### src/rtl/core/salc_pkg.sv
// salc_pkg: shared types and constants for the set-associative lru cache lookup
// used by salc_index, salc_scan, salc_store and the top level
package salc_pkg;

   localparam int TOTAL_LINES = 256;
   localparam int MAX_WAYS    = 8;
   localparam int ADDR_BITS = 32;
   localparam int CNT_BITS  = 32;
   localparam int WAY_BITS  = 3;
   localparam int WAY_SLOTS = 1 << WAY_BITS;
   localparam int RANK_BITS = 3;
   localparam int WCNT_BITS = 4;
   localparam int LOG2W_BITS = 2;

   localparam int CSR_DATA_BITS = 32;
   localparam int CSR_ADDR_BITS = 3;
   localparam logic [CSR_ADDR_BITS-3:0] REG_LOG2_WAYS = '0;
   localparam logic [LOG2W_BITS-1:0] LOG2_WAYS_RESET = 2'd2;

   typedef struct packed {
      logic                 valid;
      logic [RANK_BITS-1:0] rank;
   } meta_type;

   typedef struct packed {
      logic                clear;
      logic                load;
      logic [WAY_BITS-1:0] way;
   } scan_ctl_type;

   typedef struct packed {
      logic                 hit;
      logic                 ev_valid;
      logic [WAY_BITS-1:0]  victim;
      logic [ADDR_BITS-1:0] ev_addr;
   } scan_res_type;

endpackage

### src/rtl/core/salc_index.sv
// salc_index: turns an address into the first line index of its set
// depends on salc_pkg; set counts are powers of two, so the remainder is a mask
module salc_index
   import salc_pkg::*;
(
   input  logic                           clock,
   input  logic                           reset,
   input  logic                           start,
   input  logic [ADDR_BITS-1:0]           address,
   input  logic [LOG2W_BITS-1:0]          log2_ways,
   input  logic [WCNT_BITS-1:0]           ways,
   output logic                           done,
   output logic [$clog2(TOTAL_LINES)-1:0] base
);

   localparam int LINE_BITS = $clog2(TOTAL_LINES);
   localparam int SET_BITS  = $clog2(TOTAL_LINES + 1);

   localparam int W_0 = (MAX_WAYS < 1) ? MAX_WAYS : 1;
   localparam int W_1 = (MAX_WAYS < 2) ? MAX_WAYS : 2;
   localparam int W_2 = (MAX_WAYS < 4) ? MAX_WAYS : 4;
   localparam int W_3 = (MAX_WAYS < 8) ? MAX_WAYS : 8;
   localparam int SETS_0 = TOTAL_LINES / W_0;
   localparam int SETS_1 = TOTAL_LINES / W_1;
   localparam int SETS_2 = TOTAL_LINES / W_2;
   localparam int SETS_3 = TOTAL_LINES / W_3;

   logic [SET_BITS-1:0]  sets;
   logic [LINE_BITS-1:0] masked;

   logic                 done_ff, done_in;
   logic [LINE_BITS-1:0] base_ff, base_in;

   always_comb begin
      case (log2_ways)
         2'd0: begin
            sets = SET_BITS'(SETS_0);
         end
         2'd1: begin
            sets = SET_BITS'(SETS_1);
         end
         2'd2: begin
            sets = SET_BITS'(SETS_2);
         end
         default: begin
            sets = SET_BITS'(SETS_3);
         end
      endcase
   end

   assign masked = address[LINE_BITS-1:0] & LINE_BITS'(sets - SET_BITS'(1));

   always_comb begin
      done_in = start;
      base_in = base_ff;
      if (start) begin
         base_in = LINE_BITS'(masked * ways);
      end
   end

   always_ff @(posedge clock) begin
      if (reset) begin
         done_ff <= 1'b0;
      end else begin
         done_ff <= done_in;
      end
   end

   always_ff @(posedge clock) begin
      base_ff <= base_in;
   end

   assign done = done_ff;
   assign base = base_ff;

endmodule

### config.mk
export PLATFORM = sky130hd
export DESIGN_NAME = salc_index
export DESIGN_NICKNAME = d
export VERILOG_FILES = /design/src/rtl/core/salc_pkg.sv /design/src/rtl/core/salc_index.sv
export SDC_FILE = /design/constraint.sdc
export NUM_CORES = 1
export LEC_CHECK = 0
export CORE_MARGIN = 8
export CORE_UTILIZATION = 37
export CTS_BUF_LIST = sky130_fd_sc_hd__clkbuf_4
export DETAILED_ROUTE_END_ITERATION = 8
export DONT_BUFFER_PORTS = 1
export GPL_ROUTABILITY_DRIVEN = 1
export GPL_TIMING_DRIVEN = 0
export PLACE_DENSITY = 0.63
export SLEW_MARGIN = 20
export SYNTH_ARGS = -nofsm -noshare
export SYNTH_HDL_FRONTEND = slang
export SYNTH_SLANG_ARGS = --single-unit
### constraint.sdc
create_clock -name clock -period 7 [get_ports clock]
set_input_delay 1.4 -clock clock [delete_from_list [all_inputs] [get_ports clock]]
set_output_delay 1.4 -clock clock [all_outputs]
set_load 0.01 [all_outputs]
After elaboration in Yosys (flattened, before gate mapping). Index checks and enable logic that the tools add are counted. W data, S select, Z words.

Word-level logic and storage cells: 9. Register bits after elaboration: 9. Output and inout bits: 9.

Reduce and logical (&&, ||, !) cells: 1. Multiply operators: 1. Bitwise operators: 1. Eq/ne operators: 2. Mux-type cells: 1. Add/sub/neg operators: 1.

Operators with widths (number): $pmux W8 S3 (1); $and A8 B8 Y8 (1); $mul A8 B4 Y8 (1); $sub A8 B1 Y8 const B (1); $eq A2 B1 Y1 const B (1); $eq A2 B2 Y1 const B (1); $logic_not A2 Y1 (1).

Longest topological paths before layout.
Depth after elaboration: 5. Mapped depth: 10.

Worst setup path after synthesis. No wires, ideal clock.

Path type: input-to-reg. From: input port address[2]. To: register base_ff[7] (netlist: base[7]), data pin. Arrival: 3725 ps. Buffers on the path: 0. Required time: 6732 ps. Setup slack: 3008 ps. Stages on the path: 10. Cells stage by stage: and2_1 -> fa_1 -> inv_1 -> fa_1 -> inv_1 -> ha_1 -> a21o_1 -> a21oi_1 -> o21ai_0 -> xnor3_1.

Word-level cells in the longest chain between the ends: 2.

RTL lines: start, declared (RTL line salc_index.sv:9) `input logic [ADDR_BITS-1:0] address,`; $and A8 B8 Y8 (RTL line salc_index.sv:51) `assign masked = address[LINE_BITS-1:0] & LINE_BITS'(sets - SET_BITS'(1));`; $mul A8 B4 Y8 (RTL line salc_index.sv:57) `base_in = LINE_BITS'(masked * ways);`; end signal, assigned (RTL line salc_index.sv:70) `base_ff <= base_in;`; end, declared (RTL line salc_index.sv:32) `logic [LINE_BITS-1:0] base_ff, base_in;`.

Every way passes these cells. A chain may end at the register's enable or synchronous reset.

Worst setup path in the final report.
From: input port address[5]. To: register base_ff[7] (netlist: base[7]), data pin.

The elaborated chain is that of the path after synthesis.

==> run_results.csv <==
group,metric,value,unit
outcome,status,"finished clean",
timing,hold_ws,1220,ps
synth,synth_compound_area_share,5.69,%
place,place_inst,111,
clocking,cts_tree,"built",
min_path,hold_depth,1,
clocking,clockBufferDepth,2,
finish,regArea,260,µm²
clocking,ctsResizeCount,0,
floorplanning,fp.dieW,64.8,µm
place,dpl.hpwl,1400,µm
timing,setup_tns,0,ps
global_routing,antenna_found_initial,0,
global_routing,grt_pass1_vias,627,
finish,diodes,0,
synth,synthDistinctLibCells,19,
route,drt-initial-drc-count,5,
route,wl,1590,µm
place,io_buffer_count,0,
synth,synth_adder_area_share,31.9,%
route,wl_per_cell,13.8,µm
setup_path,slowest_stage,"fa_1",
floorplanning,start_util,39.4,%
clocking,cts_max_level,1,
timing,final_min_period_over_clock_period,54.6,%
finish,stdcell_count,115,
finish,fillers,232,
run,drv_cap,0,
route,vias,543,
setup_path,endpoint_kind,"flop",
synth,muxShareOfSynthArea,0,%
synth,syn_area,880,µm²
finish,drive_gt1_share,4.60,%
global_routing,grt_usage,7.70,%
global_routing,overflow,0,
synth,synth_xor_area_share,9.53,%
setup_path,crit_path_start_kind,"primary input",
timing,setup_viol,0,
global_routing,grt_max_degree,10,
min_path,hold_start,"reset",
finish,multi_input_area,574,µm²
synth,yosysSeqAreaShare,29.6,%
synth,yosys_warnings,0,
setup_path,crit_chain,"a21boi_0 -> and2_1 -> fa_1 -> inv_1 -> fa_1 -> inv_1 -> ha_1 -> nand3_1 -> o21ai_0 -> xnor3_1",
timing,maxSlewHeadroom,76.1,%
timing,fmax,262,MHz
timing,fin_crit,3820,ps
power_and_ir_drop,p_leak,0.445,nW
clocking,cts_buffers,3,
synth,synth_top_family_by_area,"adder cells",
min_path,hold_path_class,"in -> reg",
floorplanning,io_pins,50,
timing,hold_violations,0,
floorplanning,die_y,64.8,µm
route,firstDrtPassIters,4,
setup_path,critical_path_class,"in -> reg",
synth,synth_nets,141,
timing,grt_setup_unrepaired,"false",
route,drt-vias-per-instance,4.72,
floorplanning,fp.coreArea,2230,µm²
setup_path,cp.required,6990,ps
power_and_ir_drop,powerDensity,195,nW/µm²
power_and_ir_drop,ir_drop,0.000102,V
floorplanning,rows,17,
clocking,path_clk_slew,50,ps
place,gp_congestion,0.688,
setup_path,critPathMaxFanout,3,
timing,finalMaxSlewViolations,0,
synth,postSynthCellCount,83,
synth,synthSimpleGateAreaFrac,18.2,%
finish,area_growth,7.40,%
timing,worst_pin_slew,355,ps
clocking,cts_setup_buffers,0,
min_path,min_to,"done",
clocking,ctsHoldBuffers,0,
synth,synth_seq_cells,9,
route,route.detailed.drc,0,
setup_path,worst_ep_arrival_time,3810,ps
clocking,cts_root_buffer,"clkbuf_4",
synth,syn_area_per_cell,10.6,µm²
global_routing,grt_pass1_wl,2640,µm
floorplanning,die-area,4190,µm²
route,drtAntennaViolNets,0,
clocking,cts_sinks,9,
setup_path,slowest_delay,530,ps
finish,fin_nets,146,
-- where the power goes --
group / internal, mW / switching (mW)
Sequential: 0.0741 / 0.00925
Clock: 0.0257 / 0.0155
Combinational: 0.0301 / 0.0293
Total: 0.130 / 0.0541
-- cell type report --
class | instances | area share (%)
sequential | 9 | 27.5
clock buffer | 4 | 3.18
inverter | 12 | 4.77
multi-input combinational | 62 | 60.8
tap | 28 | 3.71
-- metal layers --
layer	vias to the layer above	global-route usage, %	share of wire, %
met1	244	7.40	43
met2	20	13.5	46
met4	0	4.09	0.44
li1	277	-	-
met5	-	0	0
met3	2	3.44	11
-- synthesized netlist by cell type --
cell type / count / share of area (%)
xnor2_1: 4 / 4.0
nor2b_1: 1 / 0.71
fa_1: 9 / 20
and2_1: 16 / 11
nand3b_1: 2 / 1.7
o21bai_1: 1 / 0.85
nor2_1: 1 / 0.43
nand3_1: 1 / 0.57
dfxtp_1: 1 / 2.3
xor2_1: 3 / 3.0
a21boi_0: 1 / 0.85
edfxtp_1: 8 / 27
a21o_1: 2 / 1.7
nand2_1: 8 / 3.4
a21oi_1: 3 / 1.7
inv_1: 12 / 5.1
xnor3_1: 1 / 2.6
o21ai_0: 1 / 0.57
ha_1: 8 / 11
-- logic make-up (layout without fill, tap and decap cells) --
logic type / after synthesis / after routing
AOI/OAI and AO/OA: 8 / 8
xor gates and xnor gates: 8 / 8
adders and majority gates: 17 / 17
buffers and inverters: 12 / 16
DFF: 9 / 9
and+or+nand+nor: 29 / 29
-- worst max path at each step --
stage | slack, ps | cells past startpoint | end | from
finish | 3180 | 10 | base[7] | address[5]
global route | 3040 | 10 | base[7] | address[5]
CTS | 3170 | 10 | base[7] | address[5]
detailed placement | 2930 | 10 | base[7] | address[5]
global placement | 2910 | 10 | base[7] | address[2]
floorplan | 3010 | 10 | base[7] | address[2]
-- stage by stage --
step | cell area, µm² | util (%) | worst slack [ps] | power (mW)
final | 945 | 42.3 | 3180 | 0.184
after global routing | 945 | 42.3 | 3040 | 0.198
after CTS | 945 | 42.3 | 3170 | 0.188
after detailed placement | 915 | 41.0 | 2930 | 0.145
after global placement | 915 | 41.0 | 2910 | 0.142
after floorplan | 880 | - | 3010 | 0.133
-- flip-flops by register name, indices dropped and copies added, names as in the netlist --
register	count
done	1
base	8
-- critical path, delay by kind of cell --
kind                     cells  cell delay [ps]
XOR/XNOR                     1              410
adder cells (fa/ha/maj)      3             1330
AND/OR/NAND/NOR              2              290
buffers and inverters        2               90
AO/OA/AOI/OAI                2              300
-- cell usage in the layout, fill, tap and decap left out, drive strengths merged --
cell type,synthesis,final
inv,12,12
nand2,8,8
nor2,1,1
fa,9,9
dfxtp,1,1
edfxtp,8,8
nand3b,2,2
xnor2,4,4
a21o,2,2
xnor3,1,1
a21boi,1,1
o21ai,1,1
nor2b,1,1
clkbuf,0,4
a21oi,3,3
nand3,1,1
xor2,3,3
o21bai,1,1
and2,16,16
ha,8,8
(Power assumes the default switching activity.)
