--- config.mk ---
export PLATFORM = sky130hd
export DESIGN_NAME = salc_scan
export DESIGN_NICKNAME = d
export VERILOG_FILES = /design/src/rtl/core/salc_pkg.sv /design/src/rtl/core/salc_scan.sv
export SDC_FILE = /design/constraint.sdc
export NUM_CORES = 1
export LEC_CHECK = 0
export BUFFER_PORTS_ARGS = -buffer_cell sky130_fd_sc_hd__buf_2
export CAP_MARGIN = 5
export CORE_MARGIN = 4
export CORE_UTILIZATION = 55
export CTS_BUF_LIST = sky130_fd_sc_hd__clkbuf_8 sky130_fd_sc_hd__clkbuf_16
export CTS_CLUSTER_DIAMETER = 80
export DETAILED_ROUTE_END_ITERATION = 6
export PLACE_DENSITY = 0.85
export SLEW_MARGIN = 20
export SYNTH_ARGS = -nofsm -noshare
export SYNTH_HDL_FRONTEND = slang
export SYNTH_SLANG_ARGS = --single-unit
--- constraint.sdc ---
create_clock -name clock -period 10.8 [get_ports clock]
set_clock_uncertainty 0.05 [all_clocks]
set_input_delay 2.16 -clock clock [delete_from_list [all_inputs] [get_ports clock]]
set_output_delay 2.16 -clock clock [all_outputs]
set_load 0.03 [all_outputs]
--- src/rtl/core/salc_pkg.sv ---
// salc_pkg: shared types and constants for the set-associative lru cache lookup
// used by salc_index, salc_scan, salc_store and the top level
package salc_pkg;

   localparam int TOTAL_LINES = 256;
   localparam int MAX_WAYS    = 8;
   localparam int ADDR_BITS = 32;
   localparam int CNT_BITS  = 32;
   localparam int WAY_BITS  = 3;
   localparam int WAY_SLOTS = 1 << WAY_BITS;
   localparam int RANK_BITS = 3;
   localparam int WCNT_BITS = 4;
   localparam int LOG2W_BITS = 2;

   localparam int CSR_DATA_BITS = 32;
   localparam int CSR_ADDR_BITS = 3;
   localparam logic [CSR_ADDR_BITS-3:0] REG_LOG2_WAYS = '0;
   localparam logic [LOG2W_BITS-1:0] LOG2_WAYS_RESET = 2'd2;

   typedef struct packed {
      logic                 valid;
      logic [RANK_BITS-1:0] rank;
   } meta_type;

   typedef struct packed {
      logic                clear;
      logic                load;
      logic [WAY_BITS-1:0] way;
   } scan_ctl_type;

   typedef struct packed {
      logic                 hit;
      logic                 ev_valid;
      logic [WAY_BITS-1:0]  victim;
      logic [ADDR_BITS-1:0] ev_addr;
   } scan_res_type;

endpackage

--- src/rtl/core/salc_scan.sv ---
// salc_scan: shared way unit; compares one way per cycle while a set is read,
// then yields the new recency of one way per cycle for the write-back. depends on salc_pkg
module salc_scan
   import salc_pkg::*;
(
   input  logic                 clock,
   input  logic                 reset,
   input  scan_ctl_type         ctl,
   input  meta_type             rd_meta,
   input  logic [ADDR_BITS-1:0] rd_tag,
   input  logic [ADDR_BITS-1:0] address,
   input  logic [RANK_BITS-1:0] top_rank,
   input  logic [WAY_BITS-1:0]  wr_way,
   output meta_type             wr_meta,
   output scan_res_type         res
);

   meta_type             snap_ff [WAY_SLOTS];
   logic                 hit_ff, hit_in;
   logic [WAY_BITS-1:0]  hit_way_ff, hit_way_in;
   logic [RANK_BITS-1:0] old_rank_ff, old_rank_in;
   logic                 empty_ff, empty_in;
   logic [WAY_BITS-1:0]  empty_way_ff, empty_way_in;
   logic [RANK_BITS-1:0] best_rank_ff, best_rank_in;
   logic [WAY_BITS-1:0]  best_way_ff, best_way_in;
   logic [ADDR_BITS-1:0] best_tag_ff, best_tag_in;

   meta_type             cur;
   logic [WAY_BITS-1:0]  victim;
   logic                 full;

   always_comb begin
      hit_in       = hit_ff;
      hit_way_in   = hit_way_ff;
      old_rank_in  = old_rank_ff;
      empty_in     = empty_ff;
      empty_way_in = empty_way_ff;
      best_rank_in = best_rank_ff;
      best_way_in  = best_way_ff;
      best_tag_in  = best_tag_ff;
      if (ctl.clear) begin
         hit_in   = 1'b0;
         empty_in = 1'b0;
      end else if (ctl.load) begin
         if (rd_meta.valid) begin
            if (!hit_ff && rd_tag == address) begin
               hit_in      = 1'b1;
               hit_way_in  = ctl.way;
               old_rank_in = rd_meta.rank;
            end
         end else if (!empty_ff) begin
            empty_in     = 1'b1;
            empty_way_in = ctl.way;
         end
         // lowest way among the largest ranks wins
         if (ctl.way == '0 || rd_meta.rank > best_rank_ff) begin
            best_rank_in = rd_meta.rank;
            best_way_in  = ctl.way;
            best_tag_in  = rd_tag;
         end
      end
   end

   always_ff @(posedge clock) begin
      if (reset) begin
         hit_ff   <= 1'b0;
         empty_ff <= 1'b0;
      end else begin
         hit_ff   <= hit_in;
         empty_ff <= empty_in;
      end
   end

   always_ff @(posedge clock) begin
      hit_way_ff   <= hit_way_in;
      old_rank_ff  <= old_rank_in;
      empty_way_ff <= empty_way_in;
      best_rank_ff <= best_rank_in;
      best_way_ff  <= best_way_in;
      best_tag_ff  <= best_tag_in;
      if (ctl.load) begin
         snap_ff[ctl.way] <= rd_meta;
      end
   end

   assign full   = !hit_ff && !empty_ff;
   assign victim = hit_ff ? hit_way_ff : (empty_ff ? empty_way_ff : best_way_ff);

   assign res.hit      = hit_ff;
   assign res.ev_valid = full;
   assign res.victim   = victim;
   assign res.ev_addr  = full ? best_tag_ff : '0;

   // recency update for the way being written back
   always_comb begin
      cur     = snap_ff[wr_way];
      wr_meta = cur;
      if (wr_way == victim) begin
         wr_meta.valid = 1'b1;
         wr_meta.rank  = '0;
      end else if (cur.valid && cur.rank < top_rank) begin
         if (!hit_ff || cur.rank < old_rank_ff) begin
            wr_meta.rank = cur.rank + RANK_BITS'(1);
         end
      end
   end

endmodule

=== After elaboration in Yosys (flattened, before gate mapping) ===
Memories as Yosys holds them, arrays and structs flattened.
Index checks and enable logic that the tools add are counted.
Widths: inputs -> output; s select.

* Add/sub/neg operators: 1
* Order comparisons: 3
* Eq/ne operators: 2
* Muxes and demuxes: 9
* Bitwise logic cells: 3
* Reduce and logical (&&, ||, !) cells: 14

{| class="wikitable"
|+ Operators by type and width
! kind !! count
|-
| $eq 32x32->1 || 1
|-
| $mux 32 || 1
|-
| $mux 3 || 5
|-
| $reduce_and 4->1 || 2
|-
| $lt 3x3->1 || 2
|-
| $reduce_and 3->1 || 2
|-
| $add 3x1->3 const B || 1
|-
| $eq 3x3->1 || 1
|-
| $gt 3x3->1 || 1
|-
| $logic_and 1x1->1 || 3
|-
| $logic_not 3->1 || 1
|-
| $mux 1 || 3
|-
| $not 1->1 || 3
|-
| $logic_not 1->1 || 2
|-
| $logic_or 1x1->1 || 2
|-
| $reduce_and 2->1 || 1
|-
| $reduce_or 2->1 || 1
|}

* Register bits: 49
* Bits in writable memories: 32
* Output and inout bits: 41
* Memories: 1

{| class="wikitable"
|+ Memory list
! name !! words !! bits a word !! read ports !! clocked after memory_dff !! wr ports !! line !! RTL
|-
| snap_ff || 8 || 4 || 1 || 0 || 1 || salc_scan.sv:18 || <nowiki>meta_type snap_ff [WAY_SLOTS];</nowiki>
|}

=== Logic depth before layout (Yosys ltp) ===
Gate-level depths: netlist (run 1).
An unclocked memory read counts as a cell.

* Depth in word-level cells: 6
* Gate-level depth with buffers: 9

=== Worst setup path after synthesis (run 1) ===
No wires, ideal clock.

* Kind: in2out
* From: input wr_way[0]
* To: output wr_meta[2] (netlist name)
* Arrival time: 4.781 ns
* Data required time: 8.590 ns
* Slack: 3.809 ns
* Stages on the path: 9
* Cell sequence: buf_6 mux4_1 mux2_2 ha_1 and3b_1 o21ai_0 nand4_2 a211oi_1 mux2i_1

{| class="wikitable"
|+ RTL lines
! item !! line !! RTL
|-
| start, declared || salc_scan.sv:13 || <nowiki>input logic [WAY_BITS-1:0] wr_way,</nowiki>
|-
| end, declared || salc_scan.sv:14 || <nowiki>output meta_type wr_meta,</nowiki>
|}

==> qor.csv, run 1 <==
metric;value;unit
Worst path slowest cell;mux4_1;
Detail Placement HPWL;6.38;mm
I/O pin cnt;122;
Seq cells post-synth;81;
HP Class;flop to flop;
final worst-path setup slack;3590;ps
GR Util All Layers;19.9;%
hold wc startpoint;empty_ff;
Int Power;0.000503;W
slowest cell delay on critical path;590;ps
critical path required time;8590;ps
largest net degree at the start of global routing;39;
Period Utilization, post-route;66.7;%
post-synthesis adder-cell area fraction;2.58;%
Port Buffer Count;121;
R2R cell count;4;
Slew Viols, Final;0;
core region area;6830;um2
die area;8460;um2
Num CTS Buffers;9;
crit path time final;7210;ps
reg2reg start;hit_ff;
drt pass-1 iters;4;
n_diodes;0;
Post-synth EDFFs;79;
Synth Area in Simple Gates;12.7;%
Gate Count Post-Synth;276;
Cell variety after synth;48;
area grow syn2layout;22.8;%
NumNets Final;489;
leading post-synthesis cells by cell area;edfxtp_1 61%, xnor2_1 6.6%, and2_1 5.3%, ha_1 2.6%, mux2i_1 2.3%;
Seq pwr share;53.7;%
critical path class;input pin to output port;
first-pass GRT wire length;12.9;mm
fin util;69.7;%
Setup violations, final;0;
Clock Power Share;30.0;%
setup TNS;0;ps
Critical Path End Type;output port;
DR WL/cell;16.3;um
fraction of registers with async set/reset;0;%
Post-Place Setup Slack;3610;ps
GRT Residual Overflow;0;
Critical Path Source Type;input pin;
Clock Path Buffers;2;
hold_buf cts;0;
PwrDens;140;nW/um2
starting density of the core;56.8;%
htree depth;3;
top-area cell type share of the netlist area;61.2;%
Via-to-Cell Ratio;5.22;
max_cap viols;0;
relative slew slack;56.8;%
Die X;92.0;um
initial antenna violation count;0;
Max Fclk;139;MHz
sequential share of the synthesized area;62.2;%
DRT iter0 DRCs;221;
Core Rows;30;
post-synthesis net count;365;
Ys Warns;0;
Fillers;487;
outcome;finished clean;
final antenna-violating net count;0;
DIE HEIGHT;92.0;um
clock latency on the worst-skew pair;330;ps
non-filler cells, final;501;
proportion of layout cells with a drive suffix above 1;36.5;%
CTS tree;built;
Post CTS Setup Buffer Count;0;
Main synth FF type;edfxtp_1;
CP most frequent cell;buf_2;
WP data arrival;5000;ps
total wire length;8.18;mm
R2R Setup Slk;8610;ps
P_sw;0.000164;W
Comb pwr share;16.3;%
CP Cell Sequence;buf_2, mux4_1, mux2_2, ha_1, and3b_1, o21ai_0, nand4_2, a211oi_1, mux2i_1, buf_2;
cell area after synthesis;3880;um2
Post-route DRC;0;
Root Driver;clkbuf_8;
post-synthesis xor/xnor area fraction;7.91;%
worst-path maximum fanout;13;
mux cell area share after synthesis;6.39;%
clk sinks;81;
Leak;1.85;nW
worst hold endpoint;empty_ff;
Synth Area in Compound Gates;5.65;%
area leader, netlist;edfxtp_1;
worst ir drop on vdd;0.000104;V
Avg Cell Area, Syn;14.0;um2
switching part of the total;24.6;%
Clk pin slew, worst setup/hold paths;80;ps
CTS-repair resized insts;0;
largest family of logic cells by synthesized area;simple AND/OR/NAND/NOR gates;
reg2reg end;old_rank_ff[0];
gpl congestion;0.830;
endpoints failing hold;0;
unrepaired setup endpoints after global routing;false;
vias;2616;
vias in the first global route;2662;
placed insts;484;
worst hold path depth;2;
Tightest Pin Transition;643;ps
-- worst max path at each step --
stage	to	cells past startpoint	startpoint	slack [ps]
final	wr_meta[2]	10	wr_way[0]	3590
after global placement	wr_meta[2]	10	wr_way[0]	3740
after floorplan	wr_meta[2]	9	wr_way[0]	3810
after detailed placement	wr_meta[2]	10	wr_way[0]	3610
after global routing	wr_meta[2]	10	wr_way[0]	3430
after CTS	wr_meta[2]	10	wr_way[0]	3600
-- flip-flops by register name, summed over array words and instances, names as in the netlist --
signal        count
old_rank_ff       3
hit_ff            1
snap_ff          32
empty_ff          1
empty_way_ff      3
best_tag_ff      32
best_way_ff       3
best_rank_ff      3
hit_way_ff        3
-- worst max-delay path, delay by kind of cell --
family	cells	cell delay, ps
mux	3	1140
buf+inv	2	490
compound gates	2	530
simple gates	2	360
fa+ha+maj	1	300
-- metrics by stage --
stage | cell area [um2] | power, W | hold slack [ps]
after floorplan | 3880 | 0.000432 | 554
final | 4760 | 0.000667 | 605
after global routing | 4760 | 0.000694 | 666
after detailed placement | 4560 | 0.000473 | 583
after CTS | 4730 | 0.000669 | 597
after global placement | 4560 | 0.000469 | 569
-- final cells by class --
class	count	area [um2]	area share (%)
clock buffers	9	124	2.60
clock inverters	7	53.8	1.13
inverters	9	33.8	0.709
multi-input cells	176	1380	28.9
flip-flops and latches	81	2410	50.7
well taps	96	120	2.52
repair buffers	123	641	13.5
-- power groups by stage --
stage | logic (W) | clock network, W | registers (W)
after detailed placement | 0.000108 | 0 | 0.000366
after CTS | 0.000108 | 0.000202 | 0.000359
final | 0.000109 | 0.000200 | 0.000358
after global routing | 0.000118 | 0.000218 | 0.000359
after floorplan | 0.0000676 | 0 | 0.000365
after global placement | 0.000104 | 0 | 0.000365
-- cell families (layout without fill, tap and decap cells) --
group,count (synthesis),after routing
buf+inv,19,148
fa+ha+maj,8,8
mux,18,18
flops,81,81
compound gates,28,28
simple gates,87,87
xor+xnor,35,35
-- cell usage in the layout, fill, tap and decap left out, drive strengths merged, types with 9 or more instances in the layout --
cell type / n
xnor2: 29
clkbuf: 9
edfxtp: 79
nor2: 11
and2: 33
nand2: 11
inv: 10
buf: 123
mux2i: 9
-- cell usage after synthesis, types with 2 or more instances --
| master | number |
|---|---|
| xnor2_1 | 29 |
| xor2_1 | 6 |
| buf_6 | 2 |
| nor2_1 | 11 |
| mux4_1 | 2 |
| mux2i_1 | 9 |
| nand3_1 | 2 |
| nand4_1 | 7 |
| clkbuf_1 | 4 |
| a211oi_1 | 2 |
| o31ai_1 | 3 |
| inv_1 | 8 |
| edfxtp_1 | 79 |
| nand2b_1 | 5 |
| a21oi_1 | 3 |
| nand2_1 | 11 |
| buf_4 | 3 |
| mux2_2 | 4 |
| nor2b_1 | 2 |
| or3_1 | 2 |
| o21a_1 | 2 |
| nor3_1 | 7 |
| ha_1 | 8 |
| o21ai_0 | 6 |
| nor4_1 | 2 |
| and2_1 | 33 |
| dfxtp_1 | 2 |
| mux4_2 | 2 |
-- routing by layer --
metal / routed length [um] / up-vias / GRT usage, % / share of wire [%]
met5: 0 / - / 0 / 0
met4: 257 / 0 / 9.65 / 3.1
met3: 594 / 22 / 5.74 / 7.3
met2: 4200 / 103 / 33.6 / 51
met1: 3130 / 1226 / 23.3 / 38
li1: - / 1265 / - / -
No activity file was read; power rests on OpenSTA's default activity.
==> inputs of run 2 (changes only) <==
ABC_AREA = 1   (was not set)
CORE_UTILIZATION = 52   (was 55)
PLACE_DENSITY = 0.8   (was 0.85)
clock period = 7.5 ns   (was 10.8 ns; I/O delays follow)
==> run 2 against run 1 <==
  * Die area rose by 15%
  * Power grew 51%
  * Sequential cell count is the same
  * Via count rose by 35%
  * Non-clock buffer count shrank 1
  * Critical path type unchanged
  * Largest power group unchanged
  * Highest routed layer unchanged
==> qor.csv, run 2 <==
metric;value;unit;change
biggest regs;best_tag_ff (32), snap_ff (32);;unchanged
post-synthesis net count;551;;was 365
outcome;finished clean;;unchanged
Via-to-Cell Ratio;5.12;;was 5.22
NumNets Final;674;;was 489
worst hold endpoint;empty_ff;;unchanged
CP Cell Sequence;buf_2, inv_6, o21ai_0, o22ai_1, o21ai_0, inv_1, ha_1, a21o_1, nor2_2, nand2_2, nor2_1, a21oi_1, nor2_1, buf_2;;was buf_2, mux4_1, mux2_2, ha_1, and3b_1, o21ai_0, nand4_2, a211oi_1, mux2i_1, buf_2
GRT Residual Overflow;0;;unchanged
final antenna-violating net count;0;;unchanged
vias in the first global route;3392;;was 2662
most instantiated cells after synthesis;87 x inv_1, 87 x nor2_1, 79 x edfxtp_1;;was 79 x edfxtp_1, 33 x and2_1, 29 x xnor2_1
slowest cell delay on critical path;300;ps;was 590 ps
HP Class;flop to flop;;unchanged
placed instance area;4930;um2;was 4560 um2
core region area;7850;um2;was 6830 um2
gpl congestion;0.976;;was 0.830
worst-path maximum fanout;19;;was 13
Post-synth EDFFs;79;;unchanged
I/O pin cnt;122;;unchanged
critical path class;input pin to output port;;unchanged
top-area cell type share of the netlist area;55.8;%;was 61.2%
Critical Path End Type;output port;;unchanged
R2R Setup Slk;5180;ps;was 8610 ps
area leader, netlist;edfxtp_1;;unchanged
Slew Viols, Final;0;;unchanged
n_diodes;0;;unchanged
hold_buf cts;0;;unchanged
Gate Count Post-Synth;462;;was 276
die area;9690;um2;was 8460 um2
Post CTS Setup Buffer Count;0;;unchanged
Worst path slowest cell;buf_2;;was mux4_1
reg2reg start;best_rank_ff[2];;was hit_ff
Detail Placement HPWL;7.94;mm;was 6.38 mm
cell area after synthesis;4250;um2;was 3880 um2
area grow syn2layout;20.6;%;was 22.8%
Root Driver;clkbuf_8;;unchanged
WP data arrival;3690;ps;was 5000 ps
DIE HEIGHT;98.5;um;was 92.0 um
CTS-repair resized insts;0;;unchanged
Post-route DRC;0;;unchanged
drt pass-1 iters;5;;was 4
crit path time final;5240;ps;
fin area;5130;um2;was 4760 um2
Core Rows;32;;was 30
Cell variety after synth;33;;was 48
clk sinks;81;;unchanged
final worst-path setup slack;2260;ps;was 3590 ps
worst ir drop on vdd;0.000123;V;was 0.000104 V
Critical Path Source Type;input pin;;unchanged
DRT iter0 DRCs;159;;was 221
proportion of layout cells with a drive suffix above 1;28.3;%;was 36.5%
endpoints failing hold;0;;unchanged
relative slew slack;33.8;%;was 56.8%
Seq cells post-synth;81;;unchanged
PwrDens;197;nW/um2;was 140 nW/um2
Stages on worst setup path;14;;was 10
R2R cell count;7;;was 4
total wire length;10.1;mm;was 8.18 mm
Main synth FF type;edfxtp_1;;unchanged
Num CTS Buffers;9;;unchanged
setup TNS;0;ps;unchanged
Max Fclk;191;MHz;
Ys Warns;0;;unchanged
Port Buffer Count;121;;unchanged
clock latency on the worst-skew pair;350;ps;was 330 ps
Bufs and invs on worst path;4;;was 2
Avg Cell Area, Syn;9.21;um2;was 14.0 um2
Setup violations, final;0;;unchanged
worst hold path depth;2;;unchanged
DR WL/cell;14.6;um;was 16.3 um
htree depth;3;;unchanged
initial antenna violation count;0;;unchanged
unrepaired setup endpoints after global routing;false;;unchanged
reg2reg end;best_tag_ff[11];;was old_rank_ff[0]
fraction of registers with async set/reset;0;%;unchanged
CP delay by family, top;compound AO/OA/AOI/OAI gates;;was multiplexers
Clock Path Buffers;2;;unchanged
GR Util All Layers;20.7;%;was 19.9%
most common cell after layout, fill and taps aside;buf_2;;unchanged
starting density of the core;54.2;%;was 56.8%
Post-Place Setup Slack;2300;ps;was 3610 ps
leading post-synthesis cells by cell area;edfxtp_1 56%, inv_1 7.7%, nor2_1 7.7%, nand2_1 6.4%, xor2_1 2.5%;;was edfxtp_1 61%, xnor2_1 6.6%, and2_1 5.3%, ha_1 2.6%, mux2i_1 2.3%
Die X;98.5;um;was 92.0 um
hold wc startpoint;empty_ff;;unchanged
vias;3544;;was 2616
critical path required time;5950;ps;was 8590 ps
sequential share of the synthesized area;56.7;%;was 62.2%
CTS tree;built;;unchanged
largest net degree at the start of global routing;33;;was 39
Clk pin slew, worst setup/hold paths;90;ps;was 80 ps
most frequent cells in the layout;121 x buf_2, 87 x inv_1, 87 x nor2_1, 79 x edfxtp_1, 72 x nand2_1;;was 121 x buf_2, 79 x edfxtp_1, 33 x and2_1, 29 x xnor2_1
Period Utilization, post-route;69.9;%;
max_cap viols;0;;unchanged
Leak;2.43;nW;was 1.85 nW
first-pass GRT wire length;15.8;mm;was 12.9 mm
Tightest Pin Transition;992;ps;was 643 ps
==> run 2: changes by cell type after synthesis, moves of 7 or more <==
cell and change:
inv_1 +79, xnor2_1 -22, nand3_1 +13, o21ai_0 +7, and2_1 -33, or2_2 +12, nand2_1 +61, a21oi_1 +11
nor2_1 +76, mux2i_1 -9
==> run 2: area by class of cell <==
cell class              instances  area (um2)
clock buffers                   9         124
clock inverters                 7        76.3
fillers                       651        2720
inverters                      90         343
multi-input cells             281        1430
flip-flops and latches         81        2410
well taps                     102         128
repair buffers                122         613
==> run 2: how the worst max path moves through the flow <==
stage	from	end	slack, ps
2_1_floorplan	rd_meta[2]	best_rank_ff[0]	2140
3_3_place_gp	wr_way[0]	wr_meta[2]	2460
3_5_place_dp	wr_way[0]	wr_meta[2]	2300
4_1_cts	wr_way[0]	wr_meta[2]	2290
5_1_grt	wr_way[0]	wr_meta[2]	2110
6_report	wr_way[0]	wr_meta[2]	2260
==> run 2: report_power, final <==
| group | total [W] | internal, W | switching (W) |
|---|---|---|---|
| clock | 0.000319 | 0.000156 | 0.000163 |
| sequential | 0.000517 | 0.000513 | 0.00000433 |
| combinational | 0.000174 | 0.0000593 | 0.000114 |
| total | 0.00101 | 0.000728 | 0.000282 |
==> run 2: logic make-up (layout without fill, tap and decap cells) <==
family	after synthesis	after routing	share of synthesized area [%]
DFF	81	81	56.7
adders and majority gates	8	8	2.35
AOI/OAI and AO/OA	38	38	5.00
and+or+nand+nor	216	216	22.1
buffers and inverters	100	228	9.91
xor gates and xnor gates	19	19	3.91
==> run 2: metal layers <==
layer / vias up / wire, um / global-route usage (%)
met2: 186 / 4980 / 34.2
li1: 1720 / - / -
met5: - / 0 / 0
met3: 22 / 871 / 3.96
met1: 1616 / 3990 / 26.2
met4: 0 / 271 / 9.98
==> run 2: tightest hold or removal path, stage by stage (launching register included) <==
cell     delay [ps]
dfxtp_1         380
inv_1           150
a21oi_1          80
==> run 2: through the flow <==
step	cells	power (W)	util, %	hold WS (ps)
after floorplan	462	0.000636	-	484
after detailed placement	676	0.000700	62.8	563
after CTS	692	0.00102	65.4	591
final	692	0.00101	65.4	592
after global placement	676	0.000696	62.8	554
after global routing	692	0.00105	65.4	662
